## config.mk

```make
export PLATFORM = sky130hd
export DESIGN_NAME = pcsb_div
export DESIGN_NICKNAME = d
export VERILOG_FILES = /design/src/rtl/pcsb_div.sv
export SDC_FILE = /design/constraint.sdc
export NUM_CORES = 1
export LEC_CHECK = 0
export ABC_CLOCK_PERIOD_IN_PS = 5900
export BUFFER_PORTS_ARGS = -buffer_cell sky130_fd_sc_hd__buf_2
export CELL_PAD_IN_SITES_DETAIL_PLACEMENT = 0
export CELL_PAD_IN_SITES_GLOBAL_PLACEMENT = 2
export CORE_ASPECT_RATIO = 1.75
export CORE_MARGIN = 4
export CORE_UTILIZATION = 25
export CTS_CLUSTER_DIAMETER = 60
export DETAILED_ROUTE_END_ITERATION = 16
export HOLD_SLACK_MARGIN = 0.08
export PLACE_DENSITY_LB_ADDON = 0.15
export SETUP_SLACK_MARGIN = 0.2
export SLEW_MARGIN = 20
export SYNTH_ARGS = -nofsm -noshare
export SYNTH_HDL_FRONTEND = slang
export SYNTH_SLANG_ARGS = --single-unit
```

## constraint.sdc

```tcl
create_clock -name clock -period 5.9 [get_ports clock]
set_clock_uncertainty 0.2 [all_clocks]
set_input_delay 0.885 -clock clock [delete_from_list [all_inputs] [get_ports clock]]
set_output_delay 0.885 -clock clock [all_outputs]
set_load 0.02 [all_outputs]
```

## src/rtl/pcsb_div.sv

```systemverilog
// Bit-serial restoring divider for the bin index, one quotient bit per cycle.
`timescale 1ns / 1ps
module pcsb_div (
   input  logic        clock,
   input  logic        reset,
   input  logic        start,
   input  logic [17:0] dividend,
   input  logic [16:0] divisor,
   output logic        busy,
   output logic [17:0] quotient
);

   logic        busy_ff;
   logic [4:0]  cnt_ff;
   logic [17:0] dvd_ff;
   logic [16:0] dvs_ff;
   logic [16:0] rem_ff;

   logic [17:0] rem_sh;
   logic [17:0] rem_diff;
   logic        ge;

   always_comb begin
      rem_sh   = {rem_ff, dvd_ff[17]};
      ge       = (rem_sh >= {1'b0, dvs_ff});
      rem_diff = rem_sh - {1'b0, dvs_ff};
   end

   always_ff @(posedge clock) begin
      if (reset) begin
         busy_ff <= 1'b0;
         cnt_ff  <= '0;
      end else if (start) begin
         busy_ff <= 1'b1;
         cnt_ff  <= '0;
         dvd_ff  <= dividend;
         dvs_ff  <= divisor;
         rem_ff  <= '0;
      end else if (busy_ff) begin
         // Quotient bits shift in where the dividend bits shift out.
         dvd_ff <= {dvd_ff[16:0], ge};
         rem_ff <= ge ? rem_diff[16:0] : rem_sh[16:0];
         cnt_ff <= cnt_ff + 5'd1;
         if (cnt_ff == 5'd17) begin
            busy_ff <= 1'b0;
         end
      end
   end

   assign busy     = busy_ff;
   assign quotient = dvd_ff;

endmodule

```

### Word level (Yosys, flattened, before mapping)

Index checks and enable logic that the tools add are counted.

| operators by class | value |
|---|---|
| $add $sub $neg | 2 |
| $lt $le $gt $ge | 1 |
| eq/ne operators | 1 |
| muxes and demuxes | 7 |
| bitwise gates (word level) | 1 |
| reductions and logical operators | 4 |

Operators by type and width:

| cell | count |
|---|---|
| 18-bit two-way mux | 2 |
| 17-bit two-way mux | 2 |
| 18-bit by 17-bit greater-or-equal comparator with 1-bit output | 1 |
| 17-bit subtractor | 1 |
| 5-bit by 1-bit adder with 5-bit output (second input constant) | 1 |
| 5-bit == test (second input constant) | 1 |
| 2-bit AND reduction | 2 |
| 1-bit two-way mux | 3 |
| 2-bit nonzero test | 1 |
| 2-bit OR reduction | 1 |
| 1-bit inverter | 1 |

| word-level totals | value |
|---|---|
| bits in registers | 58 |
| output and inout bits | 19 |

### Logic depth before layout (Yosys ltp)

| depth | value |
|---|---|
| word-level depth | 4 |
| depth in mapped cells | 11 |

### Worst setup path after synthesis

Ideal clock, no wire load.

| timing path | value |
|---|---|
| kind | input to register |
| from | in start |
| to | reg dvd_ff[0] (netlist: quotient[0]), enable pin |
| setup time | 427 ps |
| arrival time | 3,132 ps |
| data required time | 5,273 ps |
| setup slack | 2,141 ps |
| stages on the path | 4 |
| path through | clkbuf_1 buf_1 nor2_1 nor2_1 |

| on the way | value |
|---|---|
| longest elaborated chain between the ends | 2 |

Ends and longest elaborated chain:

| what | line | text |
|---|---|---|
| start, declared | 6 | `input logic start,` |
| 2-bit nonzero test (no line) | n/a |  |
| 2-bit AND reduction (no line) | n/a |  |
| end signal, assigned | 36 | `dvd_ff <= dividend;` |
| end signal, assigned | 41 | `dvd_ff <= {dvd_ff[16:0], ge};` |
| end, declared | 15 | `logic [17:0] dvd_ff;` |

Every way passes these cells.
A chain may end at the register's enable or synchronous reset.

### Worst setup path after layout

| timing path | value |
|---|---|
| from | reg dvd_ff[17] (netlist: quotient[17]) |
| to | reg dvd_ff[0] (netlist: quotient[0]) (data pin) |

| on the way | value |
|---|---|
| longest elaborated chain between the ends | 3 |

Ends and longest elaborated chain:

| what | line | text |
|---|---|---|
| 18-bit by 17-bit greater-or-equal comparator with 1-bit output | 25 | `ge = (rem_sh >= {1'b0, dvs_ff});` |
| 18-bit two-way mux | 39 | `end else if (busy_ff) begin` |
| 18-bit two-way mux | 33 | `end else if (start) begin` |

Every way passes these cells. The select of a mux whose other input is x is not followed.

==> metrics.txt <==
first-pass iteration count of the detailed router=4; CTS root buffer=clkbuf_16; Synth Flop Type=edfxtp_1; post-CTS sizing=0; status=completed; final std cells w/o fill=526; Multi-input gate area=0.001516 mm^2; Core ar.=0.01301 mm^2; die span in x=95.21 um; Synth Area in Adders=7.747%; HPWL after DPL=6.586 mm; CP Class=reg2reg; Total GRT Usage=12.29%; Leak Pwr=1.663 nW; pre-CTS WS=2.397 ns; hold_buf cts=0; data required time of the worst path=5.78 ns; Final Cycle Share=57.25%; vias=2448; number of synthesized flops with an enable pin=52; Max transition margin=31.19%; PwrDens=319.1 mW/mm^2; Placed Instance Area=0.003785 mm^2; DR vias/cell=4.654; Distinct cells, synth=48; syn_nets=351; gpl congestion=0.7614; r2r setup slk=2.52 ns; number of max-cap violations=0; max-slew violations=0; layout cells sized above 1=27.61%; Seq/Total Area, Yosys=50.55%; DR iter-0 viols=107; vias in the first global route=2675; Core Rows=55; FF+latch area=0.001682 mm^2; Synth Area in XOR/XNOR=3.686%; CTS tree=done; total routed wirelength=8.747 mm; fmax=0.2960 GHz; first-pass GRT wire length=14.09 mm; Mapped Area=0.003327 mm^2; synthesized flop and latch total=58; average size of a mapped cell=11.35 um^2; crit end category=register; crit path DAT=3.25 ns; die area=0.01529 mm^2; final core utilization=31.32%; Worst-Skew Late Latency=0.32 ns; Ports=57; Synth Area in Compound Gates=14.44%; PortBufs=56; maximum VDD drop=0.0001604 V; dpl cells=510; maximum fanout along the worst path=12; initial antenna violation count=0; post-DR wirelength/cell=16.63 um; simple-gate share of the synthesized area=10.94%; Worst Hold Class=reg2reg; diode count=0; CTS sink count=58; H-tree levels=3; pin count of the biggest net entering global routing=39; Tightest Pin Transition=1.030 ns; largest family of logic cells by synthesized area=compound AO/OA/AOI/OAI gates; initial core utilization=25.58%; RSZ-0062 raised after global routing=no; FFs w/ async S/R, synth=0%; Setup Buffers After CTS=0; Die H=160.6 um; worst setup margin=2.522 ns; Final Hold Viols=0; Synth Warn #=0; mux cell area share after synthesis=8.311%; NumNets Final=408; Design Area, Final=0.004074 mm^2; fin crit period=3.378 ns; clk buf depth=2; TNS Setup=0 ns; DRC=0; CTS buffer count=9; Clock transition at path regs=0.05 ns; Fillers=1344; cell count after synthesis=293; crit start category=register; final setup violation count=0; DRT antenna net count=0; Synth-to-Final Area Change=22.45%; global route overflow=0
-- worst max-delay path, stage by stage, from the launching register on --
cell,delay (ns)
edfxtp_1,0.40
inv_1,0.08
ha_1,0.16
inv_1,0.06
fa_1,0.40
a21o_1,0.23
a221o_1,0.45
a211oi_4,0.39
o31ai_4,0.23
buf_4,0.28
mux2_4,0.26
-- cell usage in the layout, fill, tap and decap left out, types with 2 or more instances in the layout --
| cell | count |
|---|---|
| o211ai_1 | 2 |
| xnor2_1 | 9 |
| inv_1 | 24 |
| o311ai_0 | 4 |
| nor4_1 | 2 |
| a221oi_1 | 3 |
| nand3_1 | 4 |
| mux2i_1 | 7 |
| and3_1 | 7 |
| clkbuf_1 | 2 |
| o22ai_1 | 3 |
| nor2_1 | 22 |
| nand2b_1 | 2 |
| or3_1 | 3 |
| nor2_4 | 2 |
| o21a_1 | 2 |
| clkinv_2 | 2 |
| nand4_1 | 5 |
| mux2_2 | 17 |
| buf_2 | 56 |
| o21ai_0 | 6 |
| ha_1 | 19 |
| a2111oi_0 | 3 |
| a211oi_2 | 3 |
| edfxtp_1 | 52 |
| o21ai_1 | 2 |
| nand2_1 | 15 |
| a21oi_1 | 18 |
| nor3_1 | 11 |
| xor2_1 | 5 |
| a21o_1 | 9 |
| dfxtp_1 | 6 |
| clkbuf_16 | 10 |
-- through the flow --
step / hold slack (ns) / power [mW]
after global placement: 0.3089 / 0.8234
after CTS: 0.3333 / 1.323
after detailed placement: 0.3268 / 0.8207
final: 0.3228 / 1.300
after global routing: 0.3573 / 1.379
after floorplan: 0.2846 / 0.7343
-- Yosys cell counts (all sizes together), types with 3 or more instances --
| cell | instances | area (um^2) |
|---|---|---|
| inv | 24 | 90.09 |
| dfxtp | 6 | 120.1 |
| a2111oi | 3 | 26.28 |
| xor2 | 5 | 43.79 |
| clkbuf | 5 | 18.77 |
| ha | 19 | 237.7 |
| o22ai | 3 | 18.77 |
| a221oi | 3 | 26.28 |
| nor3 | 11 | 55.05 |
| a211oi | 5 | 65.07 |
| o311ai | 4 | 35.03 |
| nand3 | 4 | 20.02 |
| xnor2 | 9 | 78.83 |
| a21oi | 18 | 90.09 |
| edfxtp | 52 | 1562 |
| a21o | 9 | 67.56 |
| buf | 6 | 35.03 |
| and3 | 7 | 43.79 |
| o21ai | 8 | 40.04 |
| nor2 | 24 | 90.09 |
| mux2i | 7 | 70.07 |
| mux2 | 18 | 206.4 |
| or3 | 3 | 18.77 |
| nand4 | 5 | 31.28 |
| nand2 | 15 | 56.30 |
-- per-layer routing --
layer / up-vias / share of wire [%] / global-route usage, %
li1: 1222 / - / -
met4: 0 / 2.8 / 6.242
met5: - / 0 / 0
met3: 13 / 4.1 / 2.577
met1: 1146 / 37 / 12.85
met2: 67 / 56 / 22.36
-- state kept, by name, summed over array words and instances (netlist names) --
name,cells
busy,1
cnt_ff,5
dvs_ff,17
quotient,18
rem_ff,17
-- logic make-up after synthesis --
group | Yosys count
and+or+nand+nor | 76
buffers and inverters | 35
AOI/OAI and AO/OA | 65
muxes | 25
adders and majority gates | 20
xor gates and xnor gates | 14
DFF | 58
-- cell type report --
| cell class | instances | area share, % |
|---|---|---|
| clock inverter | 4 | 0.6450 |
| timing repair buffer | 57 | 7.064 |
| multi-input combinational | 200 | 37.22 |
| clock buffer | 12 | 6.327 |
| tap | 171 | 5.252 |
| inverter | 24 | 2.211 |
| sequential | 58 | 41.28 |
-- worst paths after layout --
kind,from,end,cells after the start
setup reg to reg,quotient[17],quotient[0],10
setup / recovery,quotient[17],quotient[0],10
hold / removal,cnt_ff[1],cnt_ff[1],2
hold reg to reg,cnt_ff[1],cnt_ff[1],2
-- where the power goes --
| part | switching (mW) | total [mW] | internal [mW] | leakage (nW) |
|---|---|---|---|---|
| clock network | 0.184 | 0.493 | 0.309 | 0.138 |
| logic | 0.177 | 0.300 | 0.123 | 0.979 |
| registers | 0.0165 | 0.507 | 0.490 | 0.546 |
| total | 0.378 | 1.30 | 0.922 | 1.66 |
No activity file was read; power rests on OpenSTA's default activity.
