## src/rtl/pcsb_pkg.sv

```systemverilog
// Shared types, codes, widths and the arctangent table of the scan binning core.
`timescale 1ns / 1ps
package pcsb_pkg;

   localparam int MAX_BINS_DEF     = 512;
   localparam int CORDIC_STEPS_DEF = 18;
   localparam int CORDIC_MAX_STEPS = 24;

   typedef enum logic [1:0] {
      CMD_CLEAR = 2'd0,
      CMD_ADD   = 2'd1,
      CMD_READ  = 2'd2,
      CMD_NONE  = 2'd3
   } cmd_type;

   typedef enum logic [2:0] {
      ST_OK     = 3'd0,
      ST_HEIGHT = 3'd1,
      ST_RANGE  = 3'd2,
      ST_ANGLE  = 3'd3,
      ST_READ   = 3'd4
   } status_type;

   localparam logic [2:0] REG_MIN_HEIGHT   = 3'd0;
   localparam logic [2:0] REG_MAX_HEIGHT   = 3'd1;
   localparam logic [2:0] REG_RANGE_MIN    = 3'd2;
   localparam logic [2:0] REG_RANGE_MAX    = 3'd3;
   localparam logic [2:0] REG_ANGLE_MIN    = 3'd4;
   localparam logic [2:0] REG_ANGLE_INC    = 3'd5;
   localparam logic [2:0] REG_NUM_BINS     = 3'd6;
   localparam logic [2:0] REG_EMPTY_OFFSET = 3'd7;

   // Arctangent of 2^-i in units of 2^20 per turn.
   function automatic logic [17:0] atan_entry(input logic [4:0] idx);
      logic [17:0] val;
      case (idx)
         5'd0:  val = 18'd131072;
         5'd1:  val = 18'd77376;
         5'd2:  val = 18'd40884;
         5'd3:  val = 18'd20753;
         5'd4:  val = 18'd10417;
         5'd5:  val = 18'd5213;
         5'd6:  val = 18'd2607;
         5'd7:  val = 18'd1304;
         5'd8:  val = 18'd652;
         5'd9:  val = 18'd326;
         5'd10: val = 18'd163;
         5'd11: val = 18'd81;
         5'd12: val = 18'd41;
         5'd13: val = 18'd20;
         5'd14: val = 18'd10;
         5'd15: val = 18'd5;
         5'd16: val = 18'd3;
         5'd17: val = 18'd1;
         5'd18: val = 18'd1;
         default: val = 18'd0;
      endcase
      return val;
   endfunction

endpackage

```

## src/rtl/pcsb_cordic.sv

```systemverilog
// Iterative CORDIC vectoring unit giving the bearing in 65536 units per turn.
`timescale 1ns / 1ps
module pcsb_cordic #(
   parameter int STEPS = pcsb_pkg::CORDIC_STEPS_DEF
) (
   input  logic               clock,
   input  logic               reset,
   input  logic               start,
   input  logic signed [17:0] x_mm,
   input  logic signed [17:0] y_mm,
   output logic               busy,
   output logic signed [15:0] angle
);

   localparam int X_W   = 29;
   localparam int ACC_W = 21;
   localparam int LAST  = ((STEPS < pcsb_pkg::CORDIC_MAX_STEPS) ?
                           STEPS : pcsb_pkg::CORDIC_MAX_STEPS) - 1;

   logic                    busy_ff;
   logic [4:0]              step_ff;
   logic signed [X_W-1:0]   x_ff;
   logic signed [X_W-1:0]   y_ff;
   logic signed [ACC_W-1:0] acc_ff;
   logic signed [15:0]      angle_ff;

   logic signed [X_W-1:0]   x_s;
   logic signed [X_W-1:0]   y_s;
   logic signed [X_W-1:0]   xs;
   logic signed [X_W-1:0]   ys;
   logic signed [ACC_W-1:0] tab;
   logic                    rot_neg;
   logic signed [X_W-1:0]   x_nx;
   logic signed [X_W-1:0]   y_nx;
   logic signed [ACC_W-1:0] acc_nx;
   logic signed [ACC_W-1:0] acc_rnd;

   always_comb begin
      x_s     = {{(X_W-26){x_mm[17]}}, x_mm, 8'b0};
      y_s     = {{(X_W-26){y_mm[17]}}, y_mm, 8'b0};
      xs      = x_ff >>> step_ff;
      ys      = y_ff >>> step_ff;
      tab     = {{(ACC_W-18){1'b0}}, pcsb_pkg::atan_entry(step_ff)};
      rot_neg = y_ff[X_W-1];
      x_nx    = rot_neg ? (x_ff - ys) : (x_ff + ys);
      y_nx    = rot_neg ? (y_ff + xs) : (y_ff - xs);
      acc_nx  = rot_neg ? (acc_ff - tab) : (acc_ff + tab);
      acc_rnd = acc_nx + ACC_W'(8);
   end

   always_ff @(posedge clock) begin
      if (reset) begin
         busy_ff <= 1'b0;
         step_ff <= '0;
      end else if (start) begin
         step_ff <= '0;
         if (x_mm == '0 && y_mm == '0) begin
            angle_ff <= '0;
         end else begin
            busy_ff <= 1'b1;
            // Points left of the y axis are first turned a quarter turn.
            if (x_mm[17]) begin
               if (!y_mm[17]) begin
                  x_ff   <= y_s;
                  y_ff   <= -x_s;
                  acc_ff <= ACC_W'(262144);
               end else begin
                  x_ff   <= -y_s;
                  y_ff   <= x_s;
                  acc_ff <= -ACC_W'(262144);
               end
            end else begin
               x_ff   <= x_s;
               y_ff   <= y_s;
               acc_ff <= '0;
            end
         end
      end else if (busy_ff) begin
         x_ff    <= x_nx;
         y_ff    <= y_nx;
         acc_ff  <= acc_nx;
         step_ff <= step_ff + 5'd1;
         if (step_ff == 5'(LAST)) begin
            busy_ff  <= 1'b0;
            angle_ff <= acc_rnd[19:4];
         end
      end
   end

   assign busy  = busy_ff;
   assign angle = angle_ff;

endmodule

```

## config.mk

```make
export PLATFORM = sky130hd
export DESIGN_NAME = pcsb_cordic
export DESIGN_NICKNAME = d
export VERILOG_FILES = /design/src/rtl/pcsb_pkg.sv /design/src/rtl/pcsb_cordic.sv
export SDC_FILE = /design/constraint.sdc
export NUM_CORES = 1
export LEC_CHECK = 0
export BUFFER_PORTS_ARGS = -buffer_cell sky130_fd_sc_hd__buf_2
export CAP_MARGIN = 20
export CORE_UTILIZATION = 45
export DETAILED_ROUTE_END_ITERATION = 6
export GPL_TIMING_DRIVEN = 0
export SLEW_MARGIN = 15
export SYNTH_ARGS = -nofsm -noshare
export SYNTH_HDL_FRONTEND = slang
export SYNTH_SLANG_ARGS = --single-unit
```

## constraint.sdc

```tcl
create_clock -name clock -period 9.6 [get_ports clock]
set_input_delay 0.96 -clock clock [delete_from_list [all_inputs] [get_ports clock]]
set_output_delay 0.96 -clock clock [all_outputs]
set_load 0.1 [all_outputs]
```

Word-level counts from Yosys, hierarchy flattened --
Memory sizes are Yosys's and may differ from the RTL's. A register that Yosys moved wholly into a read port is not among the register bits. Index checks and enable logic that the tools add are counted.
Operators by class: $mul 0, shift-type cells 2, divide/modulo/power cells 0, equality and inequality tests 3, multiplexer cells 28, order comparisons 0, reductions and logical operators 8, bitwise logic cells 1, add/subtract/negate cells 10
Operators with widths (number):
- 29-bit two-way mux | 12
- 21-bit two-way mux | 6
- 16-bit two-way mux | 4
- 29-bit adder | 2
- 26-bit negator with 29-bit output | 2
- 29-bit by 5-bit >>> shifter with 29-bit output | 2
- 29-bit subtractor | 2
- 18-bit logical NOT | 2
- 21-bit by 19-bit adder with 21-bit output | 1
- 21-bit by 19-bit subtractor with 21-bit output | 1
- 20-bit by 5-bit adder with 20-bit output, second input constant | 1
- 5-bit two-way mux | 2
- 5-bit by 1-bit adder with 5-bit output, second input constant | 1
- 5-bit == test, second input constant | 1
- 1-bit two-way mux | 4
- 4-bit AND reduction | 1
- 2-bit nonzero test | 2
- 3-bit AND reduction | 1
- 2-bit by 1-bit != test with 1-bit output, second input constant | 1
- 2-bit != test, second input constant | 1
- 2-bit OR reduction | 1
- 1-bit logical AND | 1
- 1-bit inverter | 1
Storage, ports and cells: register bits after elaboration 101, RAM bits 0, latch bits 0, bits of input ports 39, output and inout bits 17, memories 1, memory bits (read-only) 576
Memories:
- (name not given) | words 32, width 18, read ports 1, clocked after memory_dff 1, wr ports 0, RTL line pcsb_pkg.sv:36 | case (idx)

Logic depth before layout (Yosys ltp) --
word-level depth 6, depth in mapped cells 30

Least setup slack after synthesis --
Ideal clock, no wire load.
path kind register to register, start register step_ff[0], end register x_ff[28] (data pin), period minus slack after synthesis 5.894 ns, path slack 3.706 ns, data arrival time 5.628 ns, cell stages (with the launch flop) 27, path buffers 6, setup time 0.266 ns, path through dfxtp_1 -> buf_2 -> buf_4 -> buf_4 -> buf_2 -> buf_4 -> buf_2 -> o21ai_0 -> o211ai_1 -> mux4_2 -> ha_1 -> o2111ai_1 -> or4_1 -> nand4bb_1 -> nor4_1 -> xnor2_1 -> o22ai_1 -> ha_1 -> a21oi_1 -> o21ai_0 -> a221oi_1 -> o221ai_1 -> o41a_1 -> a31oi_1 -> o21ai_0 -> xnor2_1 -> nor2_1
On the way: longest elaborated chain between the ends 5, elaborated cells between the ends (all ways) 6, classes of those cells 2 x add/sub; 1 x shift; 3 x mux
RTL lines:
- start: declaration | RTL line pcsb_cordic.sv:21 | logic [4:0] step_ff;
- start signal: assignment | RTL line pcsb_cordic.sv:82 | step_ff <= step_ff + 5'd1;
- 29-bit by 5-bit >>> shifter with 29-bit output * | RTL line pcsb_cordic.sv:42 | ys = y_ff >>> step_ff;
- 29-bit adder / 29-bit subtractor (equally long branches) | RTL line pcsb_cordic.sv:45 | x_nx = rot_neg ? (x_ff - ys) : (x_ff + ys);
- 29-bit two-way mux * | RTL line pcsb_cordic.sv:45
- 29-bit two-way mux * | RTL line pcsb_cordic.sv:78 | end else if (busy_ff) begin
- 29-bit two-way mux * | RTL line pcsb_cordic.sv:55 | end else if (start) begin
- end signal: assignment | RTL line pcsb_cordic.sv:64 | x_ff <= y_s;
- end signal: assignment | RTL line pcsb_cordic.sv:68 | x_ff <= -y_s;
- end signal: assignment | RTL line pcsb_cordic.sv:79 | x_ff <= x_nx;
- end: declaration | RTL line pcsb_cordic.sv:22 | logic signed [X_W-1:0] x_ff;
Mark *: on every way between the ends. The rest lies on a longest branch, timed or not. The select of a mux whose other input is x is not followed. A chain may end at the register's enable or synchronous reset.

Final worst setup path --
Ends and elaborated chain as after synthesis.

==> flow_metrics.env <==
export IMPL_syn_cell_area_um2=14600
export IMPL_dp_slack_ns=2.04
export IMPL_powerDensity_nw_per_um2=243
export IMPL_finalNetCount=1939
export IMPL_ys_types=85
export IMPL_cts_sinks=118
export IMPL_cp_data_arrival_time_ns=7.93
export IMPL_status="finished clean"
export IMPL_vias=14700
export IMPL_setup_worst_path_class="flop to flop"
export IMPL_place_hpwl_um=44000
export IMPL_clockPowerShare=0.162
export IMPL_fill_cells=3131
export IMPL_rows=65
export IMPL_num_io_pins=56
export IMPL_grt_pass1_vias=13600
export IMPL_cpPeakStageDelay_ns=0.48
export IMPL_seq_power_share=0.210
export IMPL_yosys_area_top_type="edfxtp_1"
export IMPL_hold_depth=2
export IMPL_viasPerCell=6.52
export IMPL_cts_buffer_depth=2
export IMPL_seq_area_um2=3300
export IMPL_wl_um=56100
export IMPL_clock_latency_ns=0.45
export IMPL_multiInputGateArea_um2=10600
export IMPL_leakage_nw=6.05
export IMPL_drv_slew=0
export IMPL_hold_violations=0
export IMPL_cts_tree="built"
export IMPL_grt_pass1_wl_um=84400
export IMPL_p_sw_mw=1.86
export IMPL_synth_cells=1728
export IMPL_seq_area_frac_synth=0.226
export IMPL_ff2ff_setup_slack_ns=1.84
export IMPL_cp_end_kind="flop"
export IMPL_peakVddDrop_mv=0.136
export IMPL_clock_fmax_mhz=129
export IMPL_grt_use_total=0.340
export IMPL_wl_per_cell_um=24.9
export IMPL_start_util=0.460
export IMPL_fin_tns_setup_ns=0
export IMPL_die_w_um=182
export IMPL_finalPower_mw=3.92
export IMPL_synth_avg_cell_area_um2=8.47
export IMPL_ys_flop_type="edfxtp_1"
export IMPL_portBuffers=53
export IMPL_synth_area_top_cells="edfxtp_1, ha_1, xnor2_1, nor2_1, mux4_2"
export IMPL_n_antenna_cell=0
export IMPL_internal_power_mw=2.06
export IMPL_period_needed_ns=7.76
export IMPL_min_period_over_period=0.808
export IMPL_antenna_left=0
export IMPL_postCtsSetupBuffers=0
export IMPL_async_reset_ff_frac=0
export IMPL_drc=0
export IMPL_yosys_warnings=0
export IMPL_drv_cap=0
export IMPL_die_area_um2=33200
export IMPL_root_buffer="clkbuf_16"
export IMPL_synth_seq_cells=118
export IMPL_drive_gt1_frac=0.105
export IMPL_hold_buffers=0
export IMPL_die_y_um=182
export IMPL_r2r_cells=26
export IMPL_worst_pin_slew_ns=1.21
export IMPL_synth_edff_count=94
export IMPL_grt_antenna_before_repair=1
export IMPL_hp_class="flop to flop"
export IMPL_cts_inserted_buffers=17
export IMPL_switching_share=0.474
export IMPL_cp_start_kind="flop"
export IMPL_dr_pass1_iters=5
export IMPL_overflow=0
export IMPL_htreeDepth=4
export IMPL_cts_repair_resized=0
export IMPL_rsz0062_at_grt="false"
export IMPL_gp_congestion=1.05
export IMPL_drt_iter0_drc=1796
export IMPL_crit_required_ns=9.78
export IMPL_syn_nets=1862
export IMPL_cp_slowest_cell="or4_1"
export IMPL_grt_max_degree=28
export IMPL_syn_to_final_growth_pct=10.0
export IMPL_fin_skew_ns=0.00860
export IMPL_slew_headroom=0.193
export IMPL_netlist_area_leader_share=0.193
export IMPL_power_frac_comb=0.628
export IMPL_clk_pin_slew_ns=0.06
export IMPL_finalSetupViolCount=0
export IMPL_setup_ws_ns=1.84
export IMPL_coreArea_um2=31800
export IMPL_path_max_fanout=10
registers in the layout, indices dropped and copies added (netlist names):
register / count
y_ff: 29
acc_ff: 20
angle: 16
busy: 1
step_ff: 5
tab: 18
x_ff: 29
critical path, delay by kind of cell (launching register included):
| kind | cells | cell delay, ns |
|---|---|---|
| AO/OA/AOI/OAI | 11 | 2.86 |
| buffers and inverters | 6 | 1.66 |
| AND/OR/NAND/NOR | 4 | 1.25 |
| adder cells (fa/ha/maj) | 2 | 0.60 |
| flip-flops | 1 | 0.42 |
| multiplexers | 1 | 0.41 |
| XOR/XNOR | 2 | 0.25 |
cell type report:
type / count / share of cell area
Multi-Input combinational cell: 1453 / 0.659
Tap cell: 435 / 0.0338
Timing Repair Buffer: 58 / 0.0213
Sequential cell: 118 / 0.205
Buffer: 96 / 0.0307
Inverter: 61 / 0.0142
Clock buffer: 22 / 0.0313
Clock inverter: 10 / 0.00404
power by group through the flow:
| stage | logic (mW) | clock network (mW) | registers, mW |
|---|---|---|---|
| 2_1_floorplan | 1.81 | 0 | 0.765 |
| 3_3_place_gp | 2.36 | 0 | 0.829 |
| 3_5_place_dp | 2.39 | 0 | 0.827 |
| 4_1_cts | 2.41 | 0.638 | 0.816 |
| 5_1_grt | 2.70 | 0.657 | 0.829 |
| 6_report | 2.46 | 0.634 | 0.824 |
cell families after synthesis:
kind of cell / count (synthesis) / share of synthesized area
AOI/OAI and AO/OA: 495 / 0.220
xor gates and xnor gates: 162 / 0.0970
adders and majority gates: 95 / 0.0828
buffers and inverters: 157 / 0.0494
DFF: 118 / 0.226
muxes: 125 / 0.134
and+or+nand+nor: 576 / 0.191
per-layer routing:
| metal | global-route usage | vias up | wire [um] |
|---|---|---|---|
| met5 | 0 | - | 15 |
| met2 | 0.494 | 823 | 23400 |
| li1 | - | 6653 | - |
| met1 | 0.491 | 7073 | 24900 |
| met3 | 0.0605 | 130 | 5380 |
| met4 | 0.149 | 2 | 2400 |
cells in the mapped netlist, drive strengths merged, types with 9 or more instances:
cell and number:
a31oi 31, a21oi 122, o21a 15, mux2i 54
dfxtp 24, and2 24, and3 19, xnor2 96
a211oi 23, or2 14, nor4 14, nor3b 9
o22ai 20, o31ai 16, nand2b 26, clkbuf 66
o211ai 41, o21ai 110, xor2 66, mux4 49
a211o 11, edfxtp 94, ha 92, nor3 46
mux2 22, nand3 30, nand4 13, inv 59
a21o 19, buf 30, nand2 137, nor2 184
or3 13, nor2b 26
final timing paths:
kind | startpoint | to
setup / recovery | step_ff[0]$_SDFFE_PP0P_ | x_ff[28]$_DFFE_PP_
hold / removal | tab[0]$_DFF_P_ | acc_ff[0]$_SDFFCE_PP0P_
setup reg to reg | step_ff[0]$_SDFFE_PP0P_ | x_ff[28]$_DFFE_PP_
hold reg to reg | tab[0]$_DFF_P_ | acc_ff[0]$_SDFFCE_PP0P_
through the flow:
| stage | cells | utilization | cell area, um^2 | hold WS (ns) |
|---|---|---|---|---|
| 2_1_floorplan | 1728 | - | 14600 | 0.644 |
| 3_3_place_gp | 2216 | 0.486 | 15400 | 0.680 |
| 3_5_place_dp | 2220 | 0.488 | 15500 | 0.704 |
| 4_1_cts | 2252 | 0.506 | 16100 | 0.720 |
| 5_1_grt | 2253 | 0.506 | 16100 | 0.788 |
| 6_report | 2253 | 0.506 | 16100 | 0.720 |
cells in the final DEF (no fill, tap or decap), types with 64 or more instances in the layout:
master	instances
a21oi_1	122
buf_2	64
clkbuf_1	66
edfxtp_1	94
ha_1	92
nand2_1	137
nor2_1	182
o21ai_0	110
xnor2_1	96
xor2_1	66
(Power assumes the default switching activity.)
