[config.mk]
export PLATFORM = sky130hd
export DESIGN_NAME = pcsb_sqrt
export DESIGN_NICKNAME = d
export VERILOG_FILES = /design/src/rtl/pcsb_sqrt.sv
export SDC_FILE = /design/constraint.sdc
export NUM_CORES = 1
export LEC_CHECK = 0
export ABC_AREA = 0
export BUFFER_PORTS_ARGS = -buffer_cell sky130_fd_sc_hd__buf_2
export CAP_MARGIN = 25
export CORE_ASPECT_RATIO = 1.1
export CORE_MARGIN = 3
export CORE_UTILIZATION = 54
export CTS_CLUSTER_SIZE = 24
export DETAILED_ROUTE_END_ITERATION = 10
export PLACE_DENSITY_LB_ADDON = 0.3
export SYNTH_ARGS = -nofsm -noshare
export SYNTH_HDL_FRONTEND = slang
export SYNTH_SLANG_ARGS = --single-unit
export TNS_END_PERCENT = 5
[constraint.sdc]
create_clock -name clock -period 4.8 [get_ports clock]
set_input_delay 0.96 -clock clock [delete_from_list [all_inputs] [get_ports clock]]
set_output_delay 0.96 -clock clock [all_outputs]
set_load 0.05 [all_outputs]
[src/rtl/pcsb_sqrt.sv]
// Digit-serial integer square root, two radicand bits per cycle, rounded half up.
`timescale 1ns / 1ps
module pcsb_sqrt (
   input  logic        clock,
   input  logic        reset,
   input  logic        start,
   input  logic [35:0] radicand,
   output logic        busy,
   output logic [17:0] root
);

   logic        busy_ff;
   logic [4:0]  cnt_ff;
   logic [35:0] rad_ff;
   logic [19:0] rem_ff;
   logic [17:0] root_ff;
   logic [17:0] res_ff;

   logic [21:0] rem_sh;
   logic [21:0] trial;
   logic        ge;
   logic [21:0] rem_diff;
   logic [19:0] rem_nx;
   logic [17:0] root_nx;

   always_comb begin
      rem_sh   = {rem_ff, rad_ff[35:34]};
      trial    = {2'b00, root_ff, 2'b01};
      ge       = (rem_sh >= trial);
      rem_diff = rem_sh - trial;
      rem_nx   = ge ? rem_diff[19:0] : rem_sh[19:0];
      root_nx  = {root_ff[16:0], ge};
   end

   always_ff @(posedge clock) begin
      if (reset) begin
         busy_ff <= 1'b0;
         cnt_ff  <= '0;
      end else if (start) begin
         busy_ff <= 1'b1;
         cnt_ff  <= '0;
         rad_ff  <= radicand;
         rem_ff  <= '0;
         root_ff <= '0;
      end else if (busy_ff) begin
         rad_ff  <= {rad_ff[33:0], 2'b00};
         rem_ff  <= rem_nx;
         root_ff <= root_nx;
         cnt_ff  <= cnt_ff + 5'd1;
         if (cnt_ff == 5'd17) begin
            busy_ff <= 1'b0;
            // The remainder is s - r*r; round up when it exceeds r.
            res_ff  <= root_nx + {17'd0, (rem_nx > {2'b00, root_nx})};
         end
      end
   end

   assign busy = busy_ff;
   assign root = res_ff;

endmodule

Word-level counts from Yosys, hierarchy flattened
Index checks and enable logic that the tools add are counted.
{ "classes": {"add_sub_neg": 3, "magnitude_cmp": 2, "eq_ne": 1, "n_mux": 8, "n_bitwise": 2, "n_reduce_logical": 4} }
{ "op_table": {"columns": ["cell", "count"], "rows": [
  ["36-bit 2-to-1 mux", 2],
  ["20-bit 2-to-1 mux", 2],
  ["22-bit by 20-bit >= comparator with 1-bit output", 1],
  ["20-bit by 18-bit greater-than comparator with 1-bit output", 1],
  ["20-bit subtractor", 1],
  ["18-bit by 1-bit adder with 18-bit output", 1],
  ["18-bit 2-to-1 mux", 1],
  ["5-bit by 1-bit adder with 5-bit output, second input constant", 1],
  ["5-bit == test, second input constant", 1],
  ["4-bit AND reduction", 1],
  ["1-bit 2-to-1 mux", 3],
  ["1-bit NOT", 2],
  ["2-bit AND reduction", 1],
  ["2-bit nonzero test", 1],
  ["2-bit OR reduction", 1]
]} }
{ "word_totals": {"ff_bits": 98, "in_bits": 39, "output_inout_bits": 19, "elab_cells": 26} }

Longest topological paths before layout
Gate-level depths: netlist (run 1).
{ "depth": {"word_depth": 4, "mapped_depth": 27, "ltp_nobuf": 25} }

Worst setup path before layout (run 1)
Ideal clock, no wire load.
{ "synth_timing": {"kind": "input to register", "from": "in start", "to": "reg rad_ff[0] (enable)", "setup_time_ns": 0.507, "arrival_time_ns": 4.645, "required_ns": 4.293, "setup_slack_ns": -0.352, "path_stages": 4, "n_path_buf": 2, "path_cell_list": "clkbuf_1 clkbuf_1 nor2_1 nor2_1"} }
{ "synth_via": {"elab_chain_cells": 2} }
{ "synth_lines": {"columns": ["item", "line_no", "rtl"], "rows": [
  ["from (decl)", "6", "input logic start,"],
  ["2-bit nonzero test (no line)", null, null],
  ["2-bit AND reduction (no line)", null, null],
  ["to (signal assigned)", "42", "rad_ff <= radicand;"],
  ["to (signal assigned)", "46", "rad_ff <= {rad_ff[33:0], 2'b00};"],
  ["to (decl)", "14", "logic [35:0] rad_ff;"]
]} }
Every way passes these cells.
A chain may end at the register's enable or synchronous reset.

Worst setup path after layout (run 1)
{ "layout_timing": {"from": "reg rem_ff[5]", "to": "reg res_ff[14] (netlist: root[14]) (data pin)"} }
{ "layout_via": {"elab_chain_cells": 4, "word_cells_on_any_way": 5, "cone_classes": "add/sub: 2; order compare: 2; mux: 1"} }
{ "layout_lines": {"columns": ["item", "line_no", "rtl"], "rows": [
  ["from (decl)", "15", "logic [19:0] rem_ff;"],
  ["from (signal assigned)", "47", "rem_ff <= rem_nx;"],
  ["20-bit subtractor or 22-bit by 20-bit >= comparator with 1-bit output (tied branches)", "30, 29", null],
  ["20-bit 2-to-1 mux *", "31", "rem_nx = ge ? rem_diff[19:0] : rem_sh[19:0];"],
  ["via rem_nx[8]", "23", "logic [19:0] rem_nx;"],
  ["20-bit by 18-bit greater-than comparator with 1-bit output *", "53", "res_ff <= root_nx + {17'd0, (rem_nx > {2'b00, root_nx})};"],
  ["18-bit by 1-bit adder with 18-bit output *", "53", null],
  ["to (signal assigned)", "53", null],
  ["to (decl)", "17", "logic [17:0] res_ff;"]
]} }
Mark *: on every way through the listed nets, which the timed path passes. The rest lies on a longest branch.

==> results.py, run 1 <==
metrics = {
    "run_status": {
        "outcome": "complete, no violations",
    },
    "worst_setup_path": {
        "critical-path-top-delay-family": "compound AO/OA/AOI/OAI gates",
        "crit_required_ps": 4920,
        "worst_setup_path_end_kind": "flip-flop",
        "r2r_start": "rem_ff[5]",
        "crit_start": "rem_ff[5]",
        "worst_path_max_stage_delay_ps": 460,
        "cp_num_buf_inv": 2,
        "crit_path_max_fanout": 8,
        "critPathLaunchType": "flip-flop",
        "reg2reg_to": "root[14]",
        "crit_slowest_cell": "edfxtp_1",
        "timing.reg2reg.worst_path_depth": 23,
        "cp_cell_sequence": "ha_4 > buf_6 > o21a_1 > o211ai_1 > a21oi_2 > o221a_4 > o31ai_4 > o41a_1 > buf_12 > o21ai_1 > ha_1 > and3_4 > a221oi_4 > o21ai_2 > a221oi_2 > o21ai_1 > o41ai_2 > nand3_1 > ha_4 > ha_4 > nand3_4 > nor3_2 > xnor2_1",
        "crit_top_cell": "ha_4",
        "worstSetupPathType": "reg2reg",
        "endpoint": "root[14]",
        "setup.reg_to_reg.worst_slack_ps": 20,
        "cp.depth": 23,
        "cp_data_arrival_time_ps": 4900,
    },
    "sta": {
        "slew-limit-headroom_pct": 44.1,
        "worst-slew-pin-transition_ps": 838,
        "timing.final.crit_period_ps": 4780,
        "postLayoutSetupSlackWorst_ps": 19.7,
        "period_share_pct": 99.6,
        "hold_viol": 0,
        "max_clock_freq_mhz": 209,
        "finalSetupViolCount": 0,
        "clock-skew-final_ps": 6.20,
        "finalMaxSlewViolations": 0,
        "setup_repair_after_global_routing_missed_its_margin": "true",
    },
    "die": {
        "boundaryPins": 58,
        "num_rows": 38,
        "core_region_area_um2": 9940,
        "die_w_um": 103,
        "die_area_um2": 11500,
        "initial_core_util_pct": 55.9,
        "fp.dieH_um": 112,
    },
    "power": {
        "power-per-cell-area_nw_per_um2": 342,
        "power.ir.vdd_worst_v": 0.000191,
        "p_leak_nw": 2.84,
        "total_power_mw": 2.45,
    },
    "drt": {
        "routed_wl_um": 12800,
        "vias_per_cell": 5.87,
        "ant_nets": 0,
        "first_pass_iters": 5,
        "wire_per_inst_um": 17.8,
        "detailedRoute.firstIterationViolations": 332,
        "detailroute.via_count": 4246,
        "post-route-drc-count": 0,
    },
    "clock_network": {
        "worstSkewPairLatency_ps": 360,
        "root_buffer_cell": "clkbuf_8",
        "clock_net_sink_count": 98,
        "clock_pin_slew_on_the_worst_setup_and_hold_paths_ps": 90,
        "cts.hold.buffers_added": 0,
        "ctsLongestPathBuffers": 2,
        "tritoncts": "built",
        "cts_made_buffers": 9,
        "htree_levels": 3,
    },
    "yosys": {
        "synth-async-reset-ratio_pct": 0,
        "synthesis.instances": 466,
        "yosysWarnings": 0,
        "yosysSeqAreaShare_pct": 51.9,
        "synth_simple_gate_area_share_pct": 11.8,
        "synth-xor-area-share_pct": 5.68,
        "synth_area_leaders": "edfxtp_1, ha_1, mux2_2",
        "postSynthRegisterBits": 98,
        "synth_top_family_by_area": "simple AND/OR/NAND/NOR gates",
        "synth.cell_area_um2": 5550,
        "synth_edf_count": 92,
        "synth_adder_area_share_pct": 9.46,
        "synth_mux_area_share_pct": 7.95,
        "synth_largest_type_area_fraction_pct": 49.7,
        "postSynthNetCount": 547,
        "ys_types": 50,
        "synthFlopType": "edfxtp_1",
        "synth_area_per_cell_um2": 11.9,
        "synth_largest_area_cell": "edfxtp_1",
        "synth-compound-area-share_pct": 10.2,
    },
    "global_route": {
        "grt_max_degree": 43,
        "gr-total-overflow": 0,
        "track_usage_pct": 21.8,
        "grt_pass1_vias": 4146,
        "antenna_found_initial": 0,
        "global_route_wire_length_before_repair_um": 19700,
    },
    "placement": {
        "rd_place_congestion": 0.984,
        "dp.final_hpwl_um": 8530,
        "dpl_worst_slack_ps": -235,
        "buffer_ports.inserted": 57,
    },
    "flow_run": {
        "drv_cap": 0,
    },
    "cells_and_area": {
        "drive_above_1_share_pct": 40.5,
        "leading_cell_type_in_the_layout_fill_and_taps_excluded": "edfxtp_1",
        "final_nets": 679,
        "area_growth_from_synthesis_to_layout_pct": 28.9,
        "diodes": 0,
        "fin_util_pct": 72.0,
        "layout.filler_cells": 646,
        "mostFrequentLayoutCells": "edfxtp_1, buf_4, buf_2",
    },
    "min_path": {
        "hold_path.class": "reg2reg",
    },
}
-- worst register-to-register path, stage by stage (launching register included) --
cell,delay (ps)
edfxtp_1,460
ha_4,300
buf_6,90
o21a_1,110
o211ai_1,110
a21oi_2,180
o221a_4,240
o31ai_4,60
o41a_1,400
buf_12,180
o21ai_1,210
ha_1,290
and3_4,200
a221oi_4,290
o21ai_2,110
a221oi_2,280
o21ai_1,100
o41ai_2,60
nand3_1,210
ha_4,230
ha_4,170
nand3_4,80
nor3_2,50
xnor2_1,130
-- cell type report --
| class | instances | area, µm² | share of cell area (%) |
|---|---|---|---|
| Clock buffer | 13 | 149 | 2.08 |
| Clock inverter | 3 | 63.8 | 0.892 |
| Inverter | 24 | 90.1 | 1.26 |
| Multi-Input combinational cell | 331 | 2870 | 40.1 |
| Sequential cell | 98 | 2880 | 40.3 |
| Tap cell | 120 | 150 | 2.10 |
| Timing Repair Buffer | 134 | 948 | 13.3 |
-- Yosys cell counts, drive strengths merged (3+ instances only) --
master / n
o21a: 7
dfxtp: 6
ha: 42
buf: 6
xnor2: 25
and3: 5
nand2: 23
nand2b: 6
nand3: 15
inv: 24
and2: 18
a21oi: 18
a211oi: 6
mux2: 38
edfxtp: 92
a31oi: 3
nor2b: 4
nor3: 9
a21o: 10
nand4: 7
o21ai: 20
clkbuf: 7
o211ai: 4
nor2: 40
xor2: 11
-- per-layer routing --
metal  track usage (%)  part of all wire (%)
met5                 0                     0
met4              7.26                   1.6
met3              4.10                   6.8
met2              37.2                    51
met1              27.7                    41
-- registers in the layout, summed over array words and instances, names as in the netlist --
name and flops:
busy 1, cnt_ff 5, rad_ff 36, rem_ff 20, root 18, root_ff 18
-- what timing repair did --
action	in CTS	in global routing
buffers inserted	4	14
gates resized for setup	34	47
setup endpoints to repair	13	17
pin swaps	13	28
gates cloned	1	1
-- power breakdown --
part           switching (mW)  internal (mW)
combinational           0.422          0.420
sequential             0.0285           1.00
clock                   0.267          0.307
-- per-stage QoR --
step	instances	setup TNS, ps	hold slack (ps)	cell area [µm²]
floorplan	466	-13.2	471	5560
global placement	687	0	488	6370
detailed placement	687	-2090	516	6370
CTS	708	0	523	6770
global route	723	-2470	554	7160
finish	723	0	527	7160
-- cell families after synthesis --
| kind of cell | after synthesis |
|---|---|
| AO/OA/AOI/OAI | 80 |
| XOR/XNOR | 36 |
| adder cells (fa/ha/maj) | 42 |
| buffers and inverters | 37 |
| flip-flops | 98 |
| multiplexers | 39 |
| AND/OR/NAND/NOR | 134 |
-- worst min-delay path by stage --
stage,end,startpoint,cells past startpoint
4_1_cts,cnt_ff[1],cnt_ff[1],2
5_1_grt,cnt_ff[1],cnt_ff[1],2
6_report,cnt_ff[1],cnt_ff[1],2
3_5_place_dp,cnt_ff[1],cnt_ff[1],2
2_1_floorplan,cnt_ff[4],cnt_ff[4],2
3_3_place_gp,cnt_ff[4],cnt_ff[4],2
Power figures use the tool's default switching activity.
==> run 2, diff against run 1 <==
- CELL_PAD_IN_SITES_DETAIL_PLACEMENT: default -> 0
- CELL_PAD_IN_SITES_GLOBAL_PLACEMENT: default -> 1
- CORE_UTILIZATION: 54 -> 52
- clock period: 4.8 -> 5.8 ns (I/O delays scaled with it)
==> results.py, run 2 (synthesized netlist as in run 1, its figures left out) <==
metrics = {
    "sta": {
        "finalSetupViolCount": 0,
        "timing.final.crit_period_ps": 5520,
        "finalMaxSlewViolations": 0,
        "max_clock_freq_mhz": 181,
        "worst-slew-pin-transition_ps": 870,
        "clock-skew-final_ps": 9.82,
        "period_share_pct": 95.2,
        "hold_viol": 0,
        "slew-limit-headroom_pct": 42.0,
    },
    "worst_setup_path": {
        "worst_setup_path_end_kind": "flip-flop",
        "worst_path_max_stage_delay_ps": 430,
        "crit_required_ps": 5900,
        "crit_path_max_fanout": 6,
        "crit_slowest_cell": "edfxtp_1",
        "worstSetupPathType": "reg2reg",
        "critPathLaunchType": "flip-flop",
        "setup.reg_to_reg.worst_slack_ps": 280,
        "cp_data_arrival_time_ps": 5620,
        "timing.reg2reg.worst_path_depth": 26,
    },
    "cells_and_area": {
        "leading_cell_type_in_the_layout_fill_and_taps_excluded": "edfxtp_1",
        "largest_register": "rad_ff",
        "area_growth_from_synthesis_to_layout_pct": 12.4,
        "biggestRegsByFlops": "rad_ff x36, rem_ff x20",
        "diodes": 0,
        "fin_area_um2": 6240,
        "final_nets": 614,
        "drive_above_1_share_pct": 24.3,
        "mostFrequentLayoutCells": "edfxtp_1, buf_2, ha_1",
        "largest_register_ff_count": 36,
    },
    "placement": {
        "dpl-instance-area_um2": 6010,
        "buffer_ports.inserted": 57,
        "dp.final_hpwl_um": 8030,
        "rd_place_congestion": 0.854,
    },
    "clock_network": {
        "ctsLongestPathBuffers": 2,
        "clock_net_sink_count": 98,
        "tritoncts": "built",
        "htree_levels": 3,
        "root_buffer_cell": "clkbuf_8",
        "clock_pin_slew_on_the_worst_setup_and_hold_paths_ps": 90,
        "cts_made_buffers": 9,
        "worstSkewPairLatency_ps": 350,
    },
    "global_route": {
        "grt_max_degree": 62,
        "track_usage_pct": 19.3,
        "met2_usage_pct": 32.3,
        "global_route_wire_length_before_repair_um": 18200,
        "grt-busiest-layer": "met2",
        "gr-usage-met3_pct": 3.50,
        "grt_pass1_vias": 3803,
        "gr-usage-met1_pct": 24.9,
        "gr-total-overflow": 0,
        "antenna_found_initial": 0,
    },
    "drt": {
        "detailroute.via_count": 3740,
        "vias_per_cell": 5.52,
        "first_pass_iters": 5,
        "detailedRoute.firstIterationViolations": 189,
        "wire_per_inst_um": 15.9,
        "routed_wl_um": 10800,
        "ant_nets": 0,
        "post-route-drc-count": 0,
    },
    "die": {
        "core_region_area_um2": 10100,
        "fp.dieH_um": 114,
        "initial_core_util_pct": 54.8,
        "die_area_um2": 12000,
        "boundaryPins": 58,
        "num_rows": 38,
        "die_w_um": 105,
    },
    "power": {
        "total_power_mw": 1.71,
        "power.share.sequential_pct": 49.8,
        "switching_power_mw": 0.498,
        "power-per-cell-area_nw_per_um2": 274,
        "comb_power_share_pct": 27.6,
        "p_leak_nw": 2.43,
        "sw_frac_of_total_pct": 29.1,
        "power.ir.vdd_worst_v": 0.000145,
        "internal-power_mw": 1.22,
        "clock_network_fraction_of_total_power_pct": 22.6,
    },
    "run_status": {
        "outcome": "complete, no violations",
    },
    "min_path": {
        "worstHoldPathCells": 2,
        "hold_path.class": "reg2reg",
    },
    "flow_run": {
        "drv_cap": 0,
    },
}
## run 2: final cells by class
cell class | count | area (µm²)
clock buffers | 14 | 153
clock inverters | 2 | 11.3
fillers | 862 | 3890
inverters | 24 | 90.1
multi-input cells | 331 | 2530
flip-flops and latches | 98 | 2880
well taps | 140 | 175
repair buffers | 69 | 399
## run 2: metal layers
| layer | up-vias | share of wire, % | wire, µm |
|---|---|---|---|
| met5 | - | 0 | 0 |
| li1 | 1848 | - | - |
| met4 | 0 | 2.3 | 247 |
| met3 | 18 | 4.5 | 489 |
| met1 | 1772 | 45 | 4900 |
| met2 | 102 | 48 | 5170 |
## run 2: final timing paths
check	endpoint	startpoint
max	root[17]	root_ff[5]
min	cnt_ff[1]	cnt_ff[1]
max reg2reg	root[17]	root_ff[5]
min reg2reg	cnt_ff[1]	cnt_ff[1]
## run 2: critical path, delay by kind of cell, from the launching register on
kind	cells	cell delay [ps]
xor+xnor	1	130
buf+inv	3	370
simple gates	6	700
fa+ha+maj	3	870
flops	1	430
compound gates	12	2450
mux	1	330
## run 2: power groups by stage
stage          Combinational [mW]  Sequential (mW)  Clock [mW]
4_1_cts                     0.460            0.854       0.399
3_3_place_gp                0.442            0.869           0
2_1_floorplan               0.347            0.866           0
5_1_grt                     0.533            0.859       0.431
3_5_place_dp                0.456            0.869           0
6_report                    0.473            0.854       0.387
## run 2: timing repair
item                       CTS  global route
hold buffers                 0             0
buffers inserted             0             5
setup endpoints to repair    0            13
resized for setup            0             7
## run 2: through the flow
step | worst slack, ps | cells | utilization [%] | hold slack [ps] | setup TNS, ps
6_report | 277 | 678 | 61.6 | 517 | 0
5_1_grt | -11.7 | 678 | 61.6 | 561 | -11.7
4_1_cts | 180 | 672 | 61.0 | 518 | 0
3_5_place_dp | 204 | 656 | 59.4 | 513 | 0
3_3_place_gp | 406 | 655 | 59.1 | 495 | 0
2_1_floorplan | 448 | 466 | - | 471 | 0
